File: config.mk
export PLATFORM = sky130hd
export DESIGN_NAME = double_ended_queue
export DESIGN_NICKNAME = d
export VERILOG_FILES = /design/src/design/dq_pkg.sv /design/src/design/dq_datapath.sv /design/src/design/dq_ctrl.sv /design/src/design/double_ended_queue.sv
export SDC_FILE = /design/constraint.sdc
export NUM_CORES = 1
export LEC_CHECK = 0
export BUFFER_PORTS_ARGS = -buffer_cell sky130_fd_sc_hd__buf_2
export CAP_MARGIN = 20
export CORE_MARGIN = 1.5
export CORE_UTILIZATION = 62
export DETAILED_ROUTE_END_ITERATION = 10
export GPL_TIMING_DRIVEN = 0
export PLACE_DENSITY = 0.8
export SYNTH_ARGS = -nofsm -noshare
export SYNTH_HDL_FRONTEND = slang
export SYNTH_SLANG_ARGS = --single-unit
File: constraint.sdc
create_clock -name aclk -period 4.65 [get_ports aclk]
set_input_delay 0.465 -clock aclk [delete_from_list [all_inputs] [get_ports aclk]]
set_output_delay 0.465 -clock aclk [all_outputs]
set_load 0.02 [all_outputs]
File: src/design/dq_pkg.sv
// Shared types and codes for the double-ended queue.
package dq_pkg;

    // Request codes carried in the low bits of s_tdata
    typedef enum logic [2:0] {
        REQ_PUSH_FRONT = 3'd0,
        REQ_PUSH_BACK  = 3'd1,
        REQ_POP_FRONT  = 3'd2,
        REQ_POP_BACK   = 3'd3,
        REQ_WALK_FWD   = 3'd4,
        REQ_WALK_BWD   = 3'd5,
        REQ_COUNT      = 3'd6
    } req_t;

    // Result status codes
    typedef enum logic [1:0] {
        STAT_OK    = 2'd0,
        STAT_EMPTY = 2'd1,
        STAT_FULL  = 2'd2
    } status_t;

    localparam int REQ_W   = 3;
    localparam int VALUE_W = 32;
    localparam int STAT_W  = 2;

    // Controller to datapath commands
    typedef struct packed {
        logic    capture;      // latch the accepted request
        logic    push_front;
        logic    push_back;
        logic    pop_front;    // read front entry, advance front
        logic    pop_back;     // retreat back, read that entry
        logic    walk_start;   // set walk pointer and remaining count
        logic    walk_fwd;     // walk direction for walk_start
        logic    walk_step;    // read walk entry, step pointer
        logic    out_load;     // load the output register
        logic    out_use_data; // value from read data, else zero
        logic    out_last;
        status_t out_status;
    } dq_cmd_t;

    // Datapath to controller status
    typedef struct packed {
        req_t req;
        logic full;
        logic empty;
        logic walk_done;
        logic out_free;
    } dq_stat_t;

endpackage

File: src/design/dq_datapath.sv
// Datapath of the double-ended queue: ring memory, pointers, output register.
module dq_datapath #(
    parameter int QUEUE_DEPTH = 16,
    localparam int IDX_W = $clog2(QUEUE_DEPTH),
    localparam int CNT_W = $clog2(QUEUE_DEPTH + 1)
) (
    input  logic                    aclk,
    input  logic                    aresetn,
    input  dq_pkg::dq_cmd_t         cmd,
    output dq_pkg::dq_stat_t        stat,
    input  logic [dq_pkg::REQ_W-1:0]   in_req,
    input  logic [dq_pkg::VALUE_W-1:0] in_value,
    input  logic                    out_ready,
    output logic                    out_valid,
    output logic [dq_pkg::STAT_W-1:0]  out_status,
    output logic [dq_pkg::VALUE_W-1:0] out_value,
    output logic [CNT_W-1:0]        out_total,
    output logic                    out_last
);
    import dq_pkg::*;

    localparam logic [IDX_W-1:0] IDX_LAST = IDX_W'(QUEUE_DEPTH - 1);
    localparam logic [CNT_W-1:0] CNT_FULL = CNT_W'(QUEUE_DEPTH);

    logic [VALUE_W-1:0] ring_mem [QUEUE_DEPTH];
    logic [VALUE_W-1:0] rdata_reg;

    req_t               req_reg;
    logic [VALUE_W-1:0] val_reg;
    logic [IDX_W-1:0]   front_reg, front_next;
    logic [IDX_W-1:0]   back_reg, back_next;
    logic [CNT_W-1:0]   count_reg, count_next;
    logic [IDX_W-1:0]   walk_idx_reg, walk_idx_next;
    logic [CNT_W-1:0]   walk_left_reg, walk_left_next;
    logic               walk_fwd_reg;

    logic               out_valid_reg;
    logic [STAT_W-1:0]  out_status_reg;
    logic [VALUE_W-1:0] out_value_reg;
    logic [CNT_W-1:0]   out_total_reg;
    logic               out_last_reg;

    logic [IDX_W-1:0]   front_inc, front_dec, back_inc, back_dec;
    logic [IDX_W-1:0]   walk_inc, walk_dec;
    logic               wr_en, rd_en;
    logic [IDX_W-1:0]   wr_addr, rd_addr;

    // Ring neighbors with wrap at the depth
    assign front_inc = (front_reg == IDX_LAST) ? '0 : front_reg + 1'b1;
    assign front_dec = (front_reg == '0) ? IDX_LAST : front_reg - 1'b1;
    assign back_inc  = (back_reg == IDX_LAST) ? '0 : back_reg + 1'b1;
    assign back_dec  = (back_reg == '0) ? IDX_LAST : back_reg - 1'b1;
    assign walk_inc  = (walk_idx_reg == IDX_LAST) ? '0 : walk_idx_reg + 1'b1;
    assign walk_dec  = (walk_idx_reg == '0) ? IDX_LAST : walk_idx_reg - 1'b1;

    // Memory port selection
    assign wr_en   = cmd.push_front | cmd.push_back;
    assign wr_addr = cmd.push_front ? front_dec : back_reg;
    assign rd_en   = cmd.pop_front | cmd.pop_back | cmd.walk_step;
    always_comb begin
        if (cmd.pop_front) begin
            rd_addr = front_reg;
        end else if (cmd.pop_back) begin
            rd_addr = back_dec;
        end else begin
            rd_addr = walk_idx_reg;
        end
    end

    // Ring memory, registered read
    always_ff @(posedge aclk) begin
        if (wr_en) begin
            ring_mem[wr_addr] <= val_reg;
        end
        if (rd_en) begin
            rdata_reg <= ring_mem[rd_addr];
        end
    end

    // Pointer and count updates
    always_comb begin
        front_next = front_reg;
        back_next  = back_reg;
        count_next = count_reg;
        if (cmd.push_front) begin
            front_next = front_dec;
            count_next = count_reg + 1'b1;
        end else if (cmd.push_back) begin
            back_next  = back_inc;
            count_next = count_reg + 1'b1;
        end else if (cmd.pop_front) begin
            front_next = front_inc;
            count_next = count_reg - 1'b1;
        end else if (cmd.pop_back) begin
            back_next  = back_dec;
            count_next = count_reg - 1'b1;
        end
    end

    // Walk pointer and remaining entries
    always_comb begin
        walk_idx_next  = walk_idx_reg;
        walk_left_next = walk_left_reg;
        if (cmd.walk_start) begin
            walk_idx_next  = cmd.walk_fwd ? front_reg : back_dec;
            walk_left_next = count_reg;
        end else if (cmd.walk_step) begin
            walk_idx_next  = walk_fwd_reg ? walk_inc : walk_dec;
            walk_left_next = walk_left_reg - 1'b1;
        end
    end

    always_ff @(posedge aclk) begin
        if (!aresetn) begin
            front_reg     <= '0;
            back_reg      <= '0;
            count_reg     <= '0;
            walk_left_reg <= '0;
            out_valid_reg <= 1'b0;
        end else begin
            front_reg     <= front_next;
            back_reg      <= back_next;
            count_reg     <= count_next;
            walk_left_reg <= walk_left_next;
            if (cmd.out_load) begin
                out_valid_reg <= 1'b1;
            end else if (out_ready) begin
                out_valid_reg <= 1'b0;
            end
        end
    end

    // Payload registers
    always_ff @(posedge aclk) begin
        walk_idx_reg <= walk_idx_next;
        if (cmd.walk_start) begin
            walk_fwd_reg <= cmd.walk_fwd;
        end
        if (cmd.capture) begin
            req_reg <= req_t'(in_req);
            val_reg <= in_value;
        end
        if (cmd.out_load) begin
            out_status_reg <= cmd.out_status;
            out_value_reg  <= cmd.out_use_data ? rdata_reg : '0;
            out_total_reg  <= count_reg;
            out_last_reg   <= cmd.out_last;
        end
    end

    assign stat.req       = req_reg;
    assign stat.full      = (count_reg == CNT_FULL);
    assign stat.empty     = (count_reg == '0);
    assign stat.walk_done = (walk_left_reg == '0);
    assign stat.out_free  = !out_valid_reg || out_ready;

    assign out_valid  = out_valid_reg;
    assign out_status = out_status_reg;
    assign out_value  = out_value_reg;
    assign out_total  = out_total_reg;
    assign out_last   = out_last_reg;

    // Pointers and count stay consistent around the ring
    logic [CNT_W:0] front_plus_count;
    logic [CNT_W:0] back_expect;
    assign front_plus_count = (CNT_W + 1)'(front_reg) + (CNT_W + 1)'(count_reg);
    assign back_expect = (front_plus_count >= (CNT_W + 1)'(QUEUE_DEPTH))
                         ? front_plus_count - (CNT_W + 1)'(QUEUE_DEPTH)
                         : front_plus_count;

    a_ring_consistent: assert property (@(posedge aclk) disable iff (!aresetn)
        (count_reg <= CNT_FULL) && (back_expect == (CNT_W + 1)'(back_reg)))
        else $error("queue pointers and count disagree");

    a_no_push_full: assert property (@(posedge aclk) disable iff (!aresetn)
        (cmd.push_front || cmd.push_back) |-> (count_reg != CNT_FULL))
        else $error("push issued on a full queue");

    a_no_pop_empty: assert property (@(posedge aclk) disable iff (!aresetn)
        (cmd.pop_front || cmd.pop_back) |-> (count_reg != '0))
        else $error("pop issued on an empty queue");

    a_load_when_free: assert property (@(posedge aclk) disable iff (!aresetn)
        cmd.out_load |-> (!out_valid_reg || out_ready))
        else $error("output register overwritten before transfer");

endmodule

File: src/design/dq_ctrl.sv
// Controller state machine of the double-ended queue.
module dq_ctrl (
    input  logic              aclk,
    input  logic              aresetn,
    input  logic              s_tvalid,
    output logic              s_tready,
    output dq_pkg::dq_cmd_t   cmd,
    input  dq_pkg::dq_stat_t  stat
);
    import dq_pkg::*;

    typedef enum logic [4:0] {
        ST_IDLE     = 5'b00001,
        ST_EXEC     = 5'b00010,
        ST_RESULT   = 5'b00100,
        ST_WALK_RD  = 5'b01000,
        ST_WALK_OUT = 5'b10000
    } state_t;

    state_t  state_reg, state_next;
    status_t res_status_reg, res_status_next;
    logic    res_data_reg, res_data_next;

    assign s_tready = (state_reg == ST_IDLE);

    // Next state and command decode
    always_comb begin
        state_next      = state_reg;
        res_status_next = res_status_reg;
        res_data_next   = res_data_reg;
        cmd             = '0;
        cmd.out_status  = STAT_OK;
        unique case (state_reg)
            ST_IDLE: begin
                if (s_tvalid) begin
                    cmd.capture = 1'b1;
                    state_next  = ST_EXEC;
                end
            end
            ST_EXEC: begin
                res_status_next = STAT_OK;
                res_data_next   = 1'b0;
                state_next      = ST_RESULT;
                unique case (stat.req) inside
                    REQ_PUSH_FRONT, REQ_PUSH_BACK: begin
                        if (stat.full) begin
                            res_status_next = STAT_FULL;
                        end else begin
                            cmd.push_front = (stat.req == REQ_PUSH_FRONT);
                            cmd.push_back  = (stat.req == REQ_PUSH_BACK);
                        end
                    end
                    REQ_POP_FRONT, REQ_POP_BACK: begin
                        if (stat.empty) begin
                            res_status_next = STAT_EMPTY;
                        end else begin
                            cmd.pop_front = (stat.req == REQ_POP_FRONT);
                            cmd.pop_back  = (stat.req == REQ_POP_BACK);
                            res_data_next = 1'b1;
                        end
                    end
                    REQ_WALK_FWD, REQ_WALK_BWD: begin
                        if (stat.empty) begin
                            res_status_next = STAT_EMPTY;
                        end else begin
                            cmd.walk_start = 1'b1;
                            cmd.walk_fwd   = (stat.req == REQ_WALK_FWD);
                            state_next     = ST_WALK_RD;
                        end
                    end
                    default: begin
                        // count and unused codes report the total only
                        res_status_next = STAT_OK;
                    end
                endcase
            end
            ST_RESULT: begin
                if (stat.out_free) begin
                    cmd.out_load     = 1'b1;
                    cmd.out_use_data = res_data_reg;
                    cmd.out_last     = 1'b1;
                    cmd.out_status   = res_status_reg;
                    state_next       = ST_IDLE;
                end
            end
            ST_WALK_RD: begin
                cmd.walk_step = 1'b1;
                state_next    = ST_WALK_OUT;
            end
            ST_WALK_OUT: begin
                if (stat.out_free) begin
                    cmd.out_load     = 1'b1;
                    cmd.out_use_data = 1'b1;
                    cmd.out_last     = stat.walk_done;
                    state_next       = stat.walk_done ? ST_IDLE : ST_WALK_RD;
                end
            end
            default: begin
                state_next = ST_IDLE;
            end
        endcase
    end

    always_ff @(posedge aclk) begin
        if (!aresetn) begin
            state_reg      <= ST_IDLE;
            res_status_reg <= STAT_OK;
            res_data_reg   <= 1'b0;
        end else begin
            state_reg      <= state_next;
            res_status_reg <= res_status_next;
            res_data_reg   <= res_data_next;
        end
    end

    a_state_onehot: assert property (@(posedge aclk) disable iff (!aresetn)
        $onehot(state_reg))
        else $error("controller state not one-hot");

    a_capture_then_exec: assert property (@(posedge aclk) disable iff (!aresetn)
        cmd.capture |=> (state_reg == ST_EXEC))
        else $error("accepted request not executed");

    a_step_then_out: assert property (@(posedge aclk) disable iff (!aresetn)
        cmd.walk_step |=> (state_reg == ST_WALK_OUT))
        else $error("walk read not followed by its output");

endmodule

File: src/design/double_ended_queue.sv
// Top level of the bounded double-ended queue.
// A bounded double-ended queue of signed 32-bit values kept in a ring memory of
// QUEUE_DEPTH entries. Each request on the s_ channel pushes at the front or
// back, pops from the front or back, walks all entries in either direction, or
// asks for the count. One request is handled at a time. Push, pop and count
// go through accept, execute and a load of the output register. A walk reads
// each entry and then loads it into the output register before it reads the
// next, set by the one read port of the ring memory and its registered read
// data. A finished result waits in the output register while the next request
// is taken; a load waits while that register still holds an untaken result,
// so m_tready can stall both. A push on a full queue returns status full and
// changes nothing; a pop or a walk on an empty queue returns status empty.
// m_tlast marks the last result of a request. The ring memory holds no reset
// value; only pushed entries are ever read.
module double_ended_queue #(
    parameter int QUEUE_DEPTH = 16,
    localparam int CNT_W = $clog2(QUEUE_DEPTH + 1),
    localparam int M_TDATA_W = ((dq_pkg::STAT_W + dq_pkg::VALUE_W + CNT_W + 7) / 8) * 8
) (
    input  logic                 aclk,
    input  logic                 aresetn,
    input  logic                 s_tvalid,
    output logic                 s_tready,
    input  logic [39:0]          s_tdata,   // [2:0] req_type, [34:3] push_value
    output logic                 m_tvalid,
    input  logic                 m_tready,
    output logic [M_TDATA_W-1:0] m_tdata,   // status, item_value, entry_total
    output logic                 m_tlast    // last_of_run
);
    import dq_pkg::*;

    dq_cmd_t            cmd;
    dq_stat_t           stat;
    logic [STAT_W-1:0]  out_status;
    logic [VALUE_W-1:0] out_value;
    logic [CNT_W-1:0]   out_total;

    dq_ctrl u_ctrl (
        .aclk     (aclk),
        .aresetn  (aresetn),
        .s_tvalid (s_tvalid),
        .s_tready (s_tready),
        .cmd      (cmd),
        .stat     (stat)
    );

    dq_datapath #(
        .QUEUE_DEPTH (QUEUE_DEPTH)
    ) u_datapath (
        .aclk       (aclk),
        .aresetn    (aresetn),
        .cmd        (cmd),
        .stat       (stat),
        .in_req     (s_tdata[REQ_W-1:0]),
        .in_value   (s_tdata[REQ_W+VALUE_W-1:REQ_W]),
        .out_ready  (m_tready),
        .out_valid  (m_tvalid),
        .out_status (out_status),
        .out_value  (out_value),
        .out_total  (out_total),
        .out_last   (m_tlast)
    );

    // Pack result fields, status in the low bits, zero fill to whole bytes
    assign m_tdata = M_TDATA_W'({out_total, out_value, out_status});

endmodule
==> flow_summary_export.csv, run 1 <==
group,metric,value,unit
run_status,outcome,"complete, no violations",
power_and_ir_drop,p_clk_frac,0.436,
cells_and_area,stdcell_count,2556,
sta,timing.setup.tns,0,ps
worst_setup_path,cp.arrival,4490,ps
yosys,synthFlopType,"edfxtp_1",
routing,detail-route-antenna-nets,0,
sta,relSlewSlack,0.299,
worst_setup_path,worst_path_max_delay_cell,"o22ai_1",
die,design.core.area,42300,sq um
yosys,yosys-top-cells-count,"edfxtp_1 (624), o211ai_1 (385), inv_1 (148)",
cts,htreeDepth,3,
cells_and_area,diodes,0,
placed_design,port_buffers,80,
yosys,syn-num-nets,1816,
cts,cts_sinks,651,
yosys,yosys-top-cells-area,"edfxtp_1 (70%), o211ai_1 (11%), mux2_2 (2.7%), mux2_1 (2.7%), inv_1 (2.1%)",
cts,cts_setup_buffers,0,
yosys,yosysMostFrequentCell,"edfxtp_1",
cts,cts_resized,0,
global_routing,grt_pass1_vias,16903,
worst_setup_path,worstSetupPathType,"flop to flop",
die,initial_utilization,0.633,
placed_design,hpwl,44100,microns
routing,drt_iter0_markers,2411,
cells_and_area,multi_input_area,6460,sq um
cells_and_area,drive_gt1_frac,0.171,
sta,fmax,236,MHz
power_and_ir_drop,cellLeakagePower,9.95,nW
yosys,syn_inst,1760,
power_and_ir_drop,ir_drop,0.290,mV
routing,drc_errors,0,
yosys,synthDistinctLibCells,58,
yosys,synthesis.area,26800,sq um
yosys,synth.avg_cell_area,15.2,sq um
worst_setup_path,critPathTopFamily,"buffers and inverters",
power_and_ir_drop,switching_share,0.200,
min_path,hold_class,"input pin to flop",
cts,path_clk_slew,60,ps
cells_and_area,fin_nets,1983,
yosys,async_flop_share,0,
yosys,yosys.area.top_type,"edfxtp_1",
cells_and_area,seq_area,19300,sq um
cts,worstSkewPairLatency,590,ps
yosys,synth_warnings,0,
cells_and_area,largest_reg_flops,512,
global_routing,antenna_found_initial,0,
sta,finalHoldViolCount,0,
placed_design,place_inst,2436,
sta,fin_skew,25.9,ps
die,die_area,44500,sq um
cells_and_area,syn2layout_area_growth,14.3,%
global_routing,grt_start_max_net_pins,27,
routing,routed_wl,67600,microns
yosys,synth-seq-cells,651,
die,die_w,211,microns
yosys,ys_seq_area_frac,0.720,
cts,numCtsBuffers,66,
global_routing,grt_util_all_layers,0.309,
worst_setup_path,endpoint_kind,"flop",
power_and_ir_drop,powerDensity,391,nW/um^2
cells_and_area,nFillCells,2565,
placed_design,place.gp.congestion,0.856,
die,io_pins,87,
power_and_ir_drop,p_int,9.58,mW
worst_setup_path,critPathMaxFanout,10,
sta,finalSetupViolations,0,
worst_setup_path,worstPathCellList,"clkbuf_1, inv_1, ha_1, nor3b_1, o22ai_1, o21a_2, buf_4, buf_4, clkbuf_1, o211ai_1, o211ai_1, nand4_1",
sta,finalCriticalPeriod,4240,ps
sta,tightest_slew,1050,ps
sta,rsz0062_at_grt,"no",
routing,routedWlPerCell,26.5,microns
cells_and_area,top_register,"u_datapath.ring_mem",
global_routing,grt_pass1_wl,101000,microns
worst_setup_path,crit_path_start_kind,"flop",
cts,holdBufCountCts,0,
cts,cts_buffer_depth,3,
sta,slew_violations,0,
run,maxCapViolCount,0,
die,row_count,75,
die,fp.dieH,211,microns
power_and_ir_drop,p_seq_frac,0.550,
power_and_ir_drop,p_switching,2.40,mW
routing,drt_first_pass_iters,5,
routing,routed_via_density,6.55,
worst_setup_path,crit_buf_inv,5,
yosys,yosysTopAreaCellShare,0.699,
power_and_ir_drop,power_frac_comb,0.013,
routing,vias,16751,
cts,cts_tree,"built",
cts,clockRootBuffer,"clkbuf_16",
global_routing,grt.overflow.total,0,
sta,finalCritPeriodShare,0.911,
worst_setup_path,slowest_delay,620,ps
worst_setup_path,critPathRequiredTime,4900,ps
yosys,synth_edf_count,624,
## power by group through the flow
stage | registers (mW) | logic (mW) | clock network (mW)
2_1_floorplan | 6.67 | 0.0738 | 0
3_3_place_gp | 6.71 | 0.143 | 0
3_5_place_dp | 6.72 | 0.156 | 0
4_1_cts | 6.59 | 0.158 | 5.25
5_1_grt | 6.60 | 0.169 | 5.49
6_report | 6.60 | 0.158 | 5.23
## cell usage in the layout (no fill, tap or decap), drive strengths merged, types with 4 or more instances in the layout
master and instances:
edfxtp 624, o211ai 385, clkbuf 160, buf 156, inv 151, mux2 131, nor2 49, and2 39
nand4 38, dfxtp 27, clkinv 25, a21oi 21, nand2 19, o21ai 14, a31oi 12, nor2b 12
ha 12, nor3 10, nand2b 7, xnor2 7, o31ai 6, bufinv 6, mux2i 5, a22oi 5
o22ai 5, a21boi 5, a211oi 4, clkinvlp 4, o21a 4
## worst reg2reg max path, cell delays in order, from the launching register on
cell,delay [ps]
dfxtp_1,330
clkbuf_1,310
inv_1,150
ha_1,280
nor3b_1,170
o22ai_1,620
o21a_2,380
buf_4,280
buf_4,310
clkbuf_1,490
o211ai_1,160
o211ai_1,170
nand4_1,250
## metrics by stage
step | area (sq um) | power, mW | util | setup WS [ps] | hold slack [ps]
after floorplan | 26800 | 6.75 | - | 1100 | 431
after global placement | 27900 | 6.85 | 0.660 | -546 | 436
after detailed placement | 28500 | 6.87 | 0.674 | 563 | 459
after CTS | 30600 | 12.0 | 0.724 | 524 | 33.1
after global routing | 30600 | 12.3 | 0.724 | 359 | 35.4
final | 30600 | 12.0 | 0.724 | 413 | 49.4
## cells by family (layout without fill, tap and decap cells)
logic type / Yosys count / after routing / synth area share
mux: 136 / 136 / 0.0572
other cells: 1 / 1 / 0.000140
compound gates: 473 / 473 / 0.129
fa+ha+maj: 12 / 12 / 0.00560
simple gates: 194 / 194 / 0.0410
flops: 651 / 651 / 0.720
buf+inv: 283 / 502 / 0.0441
xor+xnor: 10 / 10 / 0.00327
## final cells by class
cell class / instances / share of cell area
Inverter: 148 / 0.0181
Clock inverter: 38 / 0.0113
Multi-Input combinational cell: 826 / 0.211
Clock buffer: 82 / 0.0580
Tap cell: 577 / 0.0236
Buffer: 135 / 0.0204
Sequential cell: 651 / 0.629
Timing Repair Buffer: 99 / 0.0284
## worst paths after layout
| kind | endpoint | cells past startpoint | start | slack (ps) |
|---|---|---|---|---|
| worst max-delay path | u_datapath.rdata_reg[10]$_DFFE_PP_ | 12 | u_datapath.back_reg[0]$_SDFFE_PN0P_ | 410 |
| worst min-delay path | u_datapath.val_reg[27]$_DFFE_PP_ | 1 | s_tdata[30] | 50 |
| worst max register to register | u_datapath.rdata_reg[10]$_DFFE_PP_ | 12 | u_datapath.back_reg[0]$_SDFFE_PN0P_ | 410 |
| worst min register to register | u_ctrl.res_status_reg[0]$_SDFFE_PN0N_ | 2 | u_ctrl.res_status_reg[0]$_SDFFE_PN0N_ | 470 |
## layer usage
layer / share of wire / GRT usage / up-vias / wire length, microns
met5: 0 / 0 / - / 0
met1: 0.38 / 0.404 / 8292 / 25500
met2: 0.49 / 0.506 / 1026 / 32900
li1: - / - / 7238 / -
met3: 0.097 / 0.0610 / 195 / 6560
met4: 0.040 / 0.140 / 0 / 2680
(Power assumes the default switching activity.)
==> run 2: changes to the inputs <==
Settings changed: PLACE_DENSITY 0.8 to 0.84.
==> flow_summary_export.csv, run 2 (synthesis results as in run 1) <==
group,metric,value,unit
cells_and_area,nFillCells,2486,
cells_and_area,syn2layout_area_growth,14.4,%
die,design.core.area,42300,sq um
worst_setup_path,endpoint_kind,"flop",
run_status,outcome,"complete, no violations",
worst_setup_path,cp.arrival,4490,ps
die,fp.dieH,211,microns
global_routing,grt_pass1_wl,101000,microns
cts,numCtsBuffers,66,
die,die_area,44500,sq um
routing,drc_errors,0,
power_and_ir_drop,powerDensity,393,nW/um^2
sta,fin_ws,439,ps
cts,path_clk_slew,60,ps
die,initial_utilization,0.633,
cts,worstSkewPairLatency,590,ps
routing,met1_length,24900,microns
routing,routed_wl,67100,microns
worst_setup_path,worstSetupPathType,"flop to flop",
worst_setup_path,critPathMaxFanout,10,
sta,rsz0062_at_grt,"no",
global_routing,grt_util_all_layers,0.307,
sta,relSlewSlack,0.264,
sta,tightest_slew,1100,ps
cts,cts_setup_buffers,0,
cells_and_area,mostFrequentLayoutCells,"edfxtp_1 (624), o211ai_1 (385), inv_1 (148), buf_2 (120), clkbuf_1 (89)",
routing,drt_iter0_markers,2580,
routing,routed_via_density,6.62,
power_and_ir_drop,power.total,12.0,mW
sta,finalSetupViolations,0,
cells_and_area,drive_gt1_frac,0.171,
global_routing,grt_start_max_net_pins,25,
die,io_pins,87,
placed_design,place_inst,2437,
cts,cts_buffer_depth,3,
cts,clockRootBuffer,"clkbuf_16",
routing,wl_met2,32300,microns
routing,routedWlPerCell,26.2,microns
routing,dr_wl_met3,6910,microns
cts,cts_resized,0,
global_routing,grt.overflow.total,0,
global_routing,grt_pass1_vias,17026,
routing,highest_layer,"met4",
sta,slew_violations,0,
cells_and_area,stdcell_count,2557,
global_routing,antenna_found_initial,0,
cts,cts_tree,"built",
cells_and_area,fin_nets,1984,
placed_design,hpwl,43400,microns
run,maxCapViolCount,0,
cells_and_area,top_register,"u_datapath.ring_mem",
cts,cts_sinks,651,
sta,finalHoldViolCount,0,
cells_and_area,diodes,0,
die,row_count,75,
sta,timing.setup.tns,0,ps
power_and_ir_drop,cellLeakagePower,9.97,nW
cells_and_area,mostFrequentLayoutCell,"edfxtp_1",
placed_design,port_buffers,80,
sta,finalCritPeriodShare,0.906,
routing,vias,16920,
sta,finalCriticalPeriod,4210,ps
worst_setup_path,crit_path_start_kind,"flop",
min_path,hold_class,"input pin to flop",
cells_and_area,finish.utilization,0.724,
cells_and_area,largest_reg_flops,512,
placed_design,dpl_cell_area,28500,sq um
sta,fin_skew,23.7,ps
die,die_w,211,microns
cts,holdBufCountCts,0,
sta,fmax,237,MHz
placed_design,place.gp.congestion,0.864,
routing,drt_first_pass_iters,6,
power_and_ir_drop,ir_drop,0.382,mV
worst_setup_path,critPathRequiredTime,4930,ps
placed_design,dp_slack,744,ps
cts,htreeDepth,3,
cells_and_area,design_area,30700,sq um
routing,detail-route-antenna-nets,0,
sta,whs,49.3,ps
==> run 2: cell count changes in the layout (fill, tap and decap cells not counted), sizes merged <==
cell	delta
bufinv	+1
clkbuf	-1
clkinvlp	-2
buf	+1
clkinv	+2
==> run 2: power by group <==
group	internal, mW	switching (mW)
Sequential	6.49	0.108
Combinational	0.0411	0.114
Clock	3.11	2.19
==> run 2: cell type report <==
| cell class | instances | area (sq um) | share of cell area |
|---|---|---|---|
| buffer | 135 | 626 | 0.0204 |
| clock buffer | 81 | 1770 | 0.0578 |
| clock inverter | 39 | 370 | 0.0121 |
| inverter | 148 | 556 | 0.0181 |
| multi-input combinational | 826 | 6460 | 0.211 |
| sequential | 651 | 19300 | 0.629 |
| tap | 577 | 722 | 0.0235 |
| timing repair buffer | 100 | 878 | 0.0286 |
==> run 2: worst paths after layout <==
kind / from / end / cells past startpoint / slack, ps
setup reg to reg: u_datapath.back_reg[0]$_SDFFE_PN0P_ / u_datapath.rdata_reg[11]$_DFFE_PP_ / 12 / 440
hold reg to reg: u_datapath.count_reg[2]$_SDFFE_PN0P_ / u_datapath.out_total[2]$_DFFE_PP_ / 0 / 460
setup / recovery: u_datapath.back_reg[0]$_SDFFE_PN0P_ / u_datapath.rdata_reg[11]$_DFFE_PP_ / 12 / 440
hold / removal: s_tdata[29] / u_datapath.val_reg[26]$_DFFE_PP_ / 1 / 50
==> run 2: critical path, cell delays in order, from the launching register on <==
cell and delay, ps:
dfxtp_1 330, clkbuf_1 310, inv_1 140, ha_1 290, nor3b_1 180, o22ai_1 600
o21a_2 370, buf_4 280, buf_4 280, buf_1 520, o211ai_1 170, o211ai_1 200
nand4_1 220
==> run 2: layer usage <==
| metal | vias up | GRT usage |
|---|---|---|
| li1 | 7237 | - |
| met5 | - | 0 |
| met1 | 8255 | 0.399 |
| met4 | 0 | 0.156 |
| met2 | 1198 | 0.499 |
| met3 | 230 | 0.0575 |
==> run 3: changes to the inputs <==
Settings changed: CORE_UTILIZATION 62 to 56, PLACE_DENSITY 0.84 to 0.8.
Clock period 4.65 ns to 3.7 ns, I/O delays scaled along.
==> flow_summary_export.csv, run 3 (synthesis results as in run 1) <==
group,metric,value,unit
power_and_ir_drop,ir_drop,0.326,mV
die,design.core.area,46900,sq um
min_path,hold_start,"s_tvalid",
routing,vias,16951,
cells_and_area,syn2layout_area_growth,16.8,%
die,row_count,79,
worst_setup_path,r2r_slack,80,ps
sta,fin_skew,16.6,ps
power_and_ir_drop,power_frac_comb,0.015,
die,fp.dieH,222,microns
worst_setup_path,crit_path_start_kind,"flop",
die,die_w,222,microns
sta,tightest_slew,1100,ps
cells_and_area,drive_gt1_frac,0.181,
global_routing,grt_util_all_layers,0.278,
global_routing,grt_start_max_net_pins,22,
power_and_ir_drop,switching_share,0.205,
power_and_ir_drop,p_clk_frac,0.437,
routing,drt_first_pass_iters,5,
placed_design,port_buffers,80,
routing,drc_errors,0,
power_and_ir_drop,p_int,12.0,mW
cts,cts_sinks,651,
cells_and_area,diodes,0,
power_and_ir_drop,powerDensity,483,nW/um^2
global_routing,antenna_found_initial,1,
routing,detail-route-antenna-nets,0,
cts,cts_tree,"built",
routing,routedWlPerCell,25.9,microns
power_and_ir_drop,cellLeakagePower,10.2,nW
run_status,outcome,"complete, no violations",
cts,cts_buffer_depth,3,
sta,fmax,276,MHz
sta,slew_violations,0,
cells_and_area,top_register,"u_datapath.ring_mem",
cts,htreeDepth,3,
worst_setup_path,worstPathCellList,"clkbuf_2, inv_1, ha_1, nor3b_1, o22ai_2, o21a_2, buf_4, buf_4, clkbuf_2, o211ai_1, o211ai_1, nand4_1",
cts,clockRootBuffer,"clkbuf_16",
cells_and_area,stdcell_count,2631,
cells_and_area,mostFrequentLayoutCells,"edfxtp_1 (624), o211ai_1 (385), inv_1 (148), buf_2 (121), clkbuf_1 (80)",
run,maxCapViolCount,0,
worst_setup_path,critPathMaxFanout,10,
global_routing,grt_pass1_wl,103000,microns
min_path,min_to,"u_ctrl.state_reg[1]$_SDFFE_PN0P_",
placed_design,place.gp.congestion,0.875,
cts,worstSkewPairLatency,610,ps
power_and_ir_drop,p_seq_frac,0.548,
global_routing,grt.overflow.total,0,
routing,routed_via_density,6.44,
power_and_ir_drop,power.total,15.1,mW
worst_setup_path,worstSetupPathType,"flop to flop",
min_path,hold_class,"input pin to flop",
cts,path_clk_slew,50,ps
min_path,hold_path_depth,2,
worst_setup_path,cp.arrival,3900,ps
global_routing,grt_pass1_vias,17192,
power_and_ir_drop,p_switching,3.10,mW
die,initial_utilization,0.572,
cells_and_area,largest_reg_flops,512,
worst_setup_path,rr_worst_depth,12,
die,io_pins,87,
sta,relSlewSlack,0.264,
sta,finalCritPeriodShare,0.978,
routing,drt_iter0_markers,2174,
placed_design,place_inst,2466,
worst_setup_path,slowest_delay,380,ps
sta,finalSetupViolations,0,
worst_setup_path,r2r_start,"u_datapath.back_reg[0]$_SDFFE_PN0P_",
cells_and_area,mostFrequentLayoutCell,"edfxtp_1",
cts,numCtsBuffers,67,
sta,finalCriticalPeriod,3620,ps
worst_setup_path,critPathRequiredTime,3990,ps
die,die_area,49200,sq um
routing,routed_wl,68000,microns
worst_setup_path,worst_path_max_delay_cell,"o22ai_2",
worst_setup_path,endpoint_kind,"flop",
placed_design,hpwl,44200,microns
cells_and_area,fin_nets,2032,
sta,finalHoldViolCount,0,
worst_setup_path,timing.rr.end,"u_datapath.rdata_reg[9]$_DFFE_PP_",
==> run 3: cell count changes in the layout (fill, tap and decap cells not counted), sizes merged <==
cell	before	now
buf	157	169
bufinv	7	5
clkbuf	159	158
clkinv	27	25
dlygate4sd3	0	35
inv	151	153
==> run 3: area by class of cell <==
type / count / area (sq um)
Inverter: 148 / 556
Clock buffer: 80 / 1780
Sequential cell: 651 / 19300
Clock inverter: 37 / 344
Fill cell: 3094 / 15600
Tap cell: 607 / 759
Timing Repair Buffer: 147 / 1470
Multi-Input combinational cell: 826 / 6470
Buffer: 135 / 636
==> run 3: metal layers <==
| layer | GRT usage | vias up | share of wire |
|---|---|---|---|
| met5 | 0 | - | 0 |
| met3 | 0.0592 | 220 | 0.10 |
| met1 | 0.353 | 8294 | 0.37 |
| li1 | - | 7322 | - |
| met2 | 0.459 | 1115 | 0.48 |
| met4 | 0.131 | 0 | 0.045 |
==> run 3: per-stage QoR <==
step / setup WS (ps) / hold WS [ps] / utilization / instance area, sq um / setup TNS (ps)
3_5_place_dp: -449 / 443 / 0.610 / 28600 / -16390
6_report: 82.4 / 53.3 / 0.668 / 31300 / 0
2_1_floorplan: 145 / 431 / - / 26800 / 0
3_3_place_gp: -1540 / 435 / 0.597 / 28000 / -748050
5_1_grt: -11.8 / 73.1 / 0.668 / 31300 / -47.0
4_1_cts: 6.44 / 29.8 / 0.666 / 31200 / 0
==> run 3: worst max-delay path: cells and delay by family, from the launching register on <==
kind,cells,cell delay [ps]
adders and majority gates,1,270
buffers and inverters,5,1270
AOI/OAI and AO/OA,4,1020
DFF,1,340
and+or+nand+nor,2,400
==> run 3: timing repair <==
action / in CTS / in global routing
pin swaps: 7 / 2
endpoints found under the hold margin: 35 / 0
setup endpoints to repair: 172 / 382
resized for setup: 6 / 8
hold buffers: 35 / 0
setup buffers: 9 / 4
==> run 3: worst max path at each step <==
| stage | cells after the start | start | endpoint |
|---|---|---|---|
| floorplan | 8 | u_datapath.count_reg[0]$_SDFFE_PN0P_ | u_datapath.ring_mem[0][0]$_DFFE_PP_ |
| CTS | 7 | u_ctrl.state_reg[0]$_SDFFE_PN1P_ | u_datapath.ring_mem[4][14]$_DFFE_PP_ |
| global route | 7 | u_ctrl.state_reg[0]$_SDFFE_PN1P_ | u_datapath.ring_mem[2][15]$_DFFE_PP_ |
| global placement | 6 | u_ctrl.state_reg[0]$_SDFFE_PN1P_ | u_datapath.ring_mem[3][15]$_DFFE_PP_ |
| detailed placement | 12 | u_datapath.back_reg[0]$_SDFFE_PN0P_ | u_datapath.rdata_reg[9]$_DFFE_PP_ |
| finish | 12 | u_datapath.back_reg[0]$_SDFFE_PN0P_ | u_datapath.rdata_reg[9]$_DFFE_PP_ |
==> run 3: power groups by stage <==
stage / Clock, mW / Combinational, mW / Sequential [mW]
final: 6.61 / 0.227 / 8.29
after global routing: 6.95 / 0.241 / 8.30
after floorplan: 0 / 0.0928 / 8.39
after detailed placement: 0 / 0.195 / 8.44
after global placement: 0 / 0.181 / 8.43
after CTS: 6.64 / 0.225 / 8.29
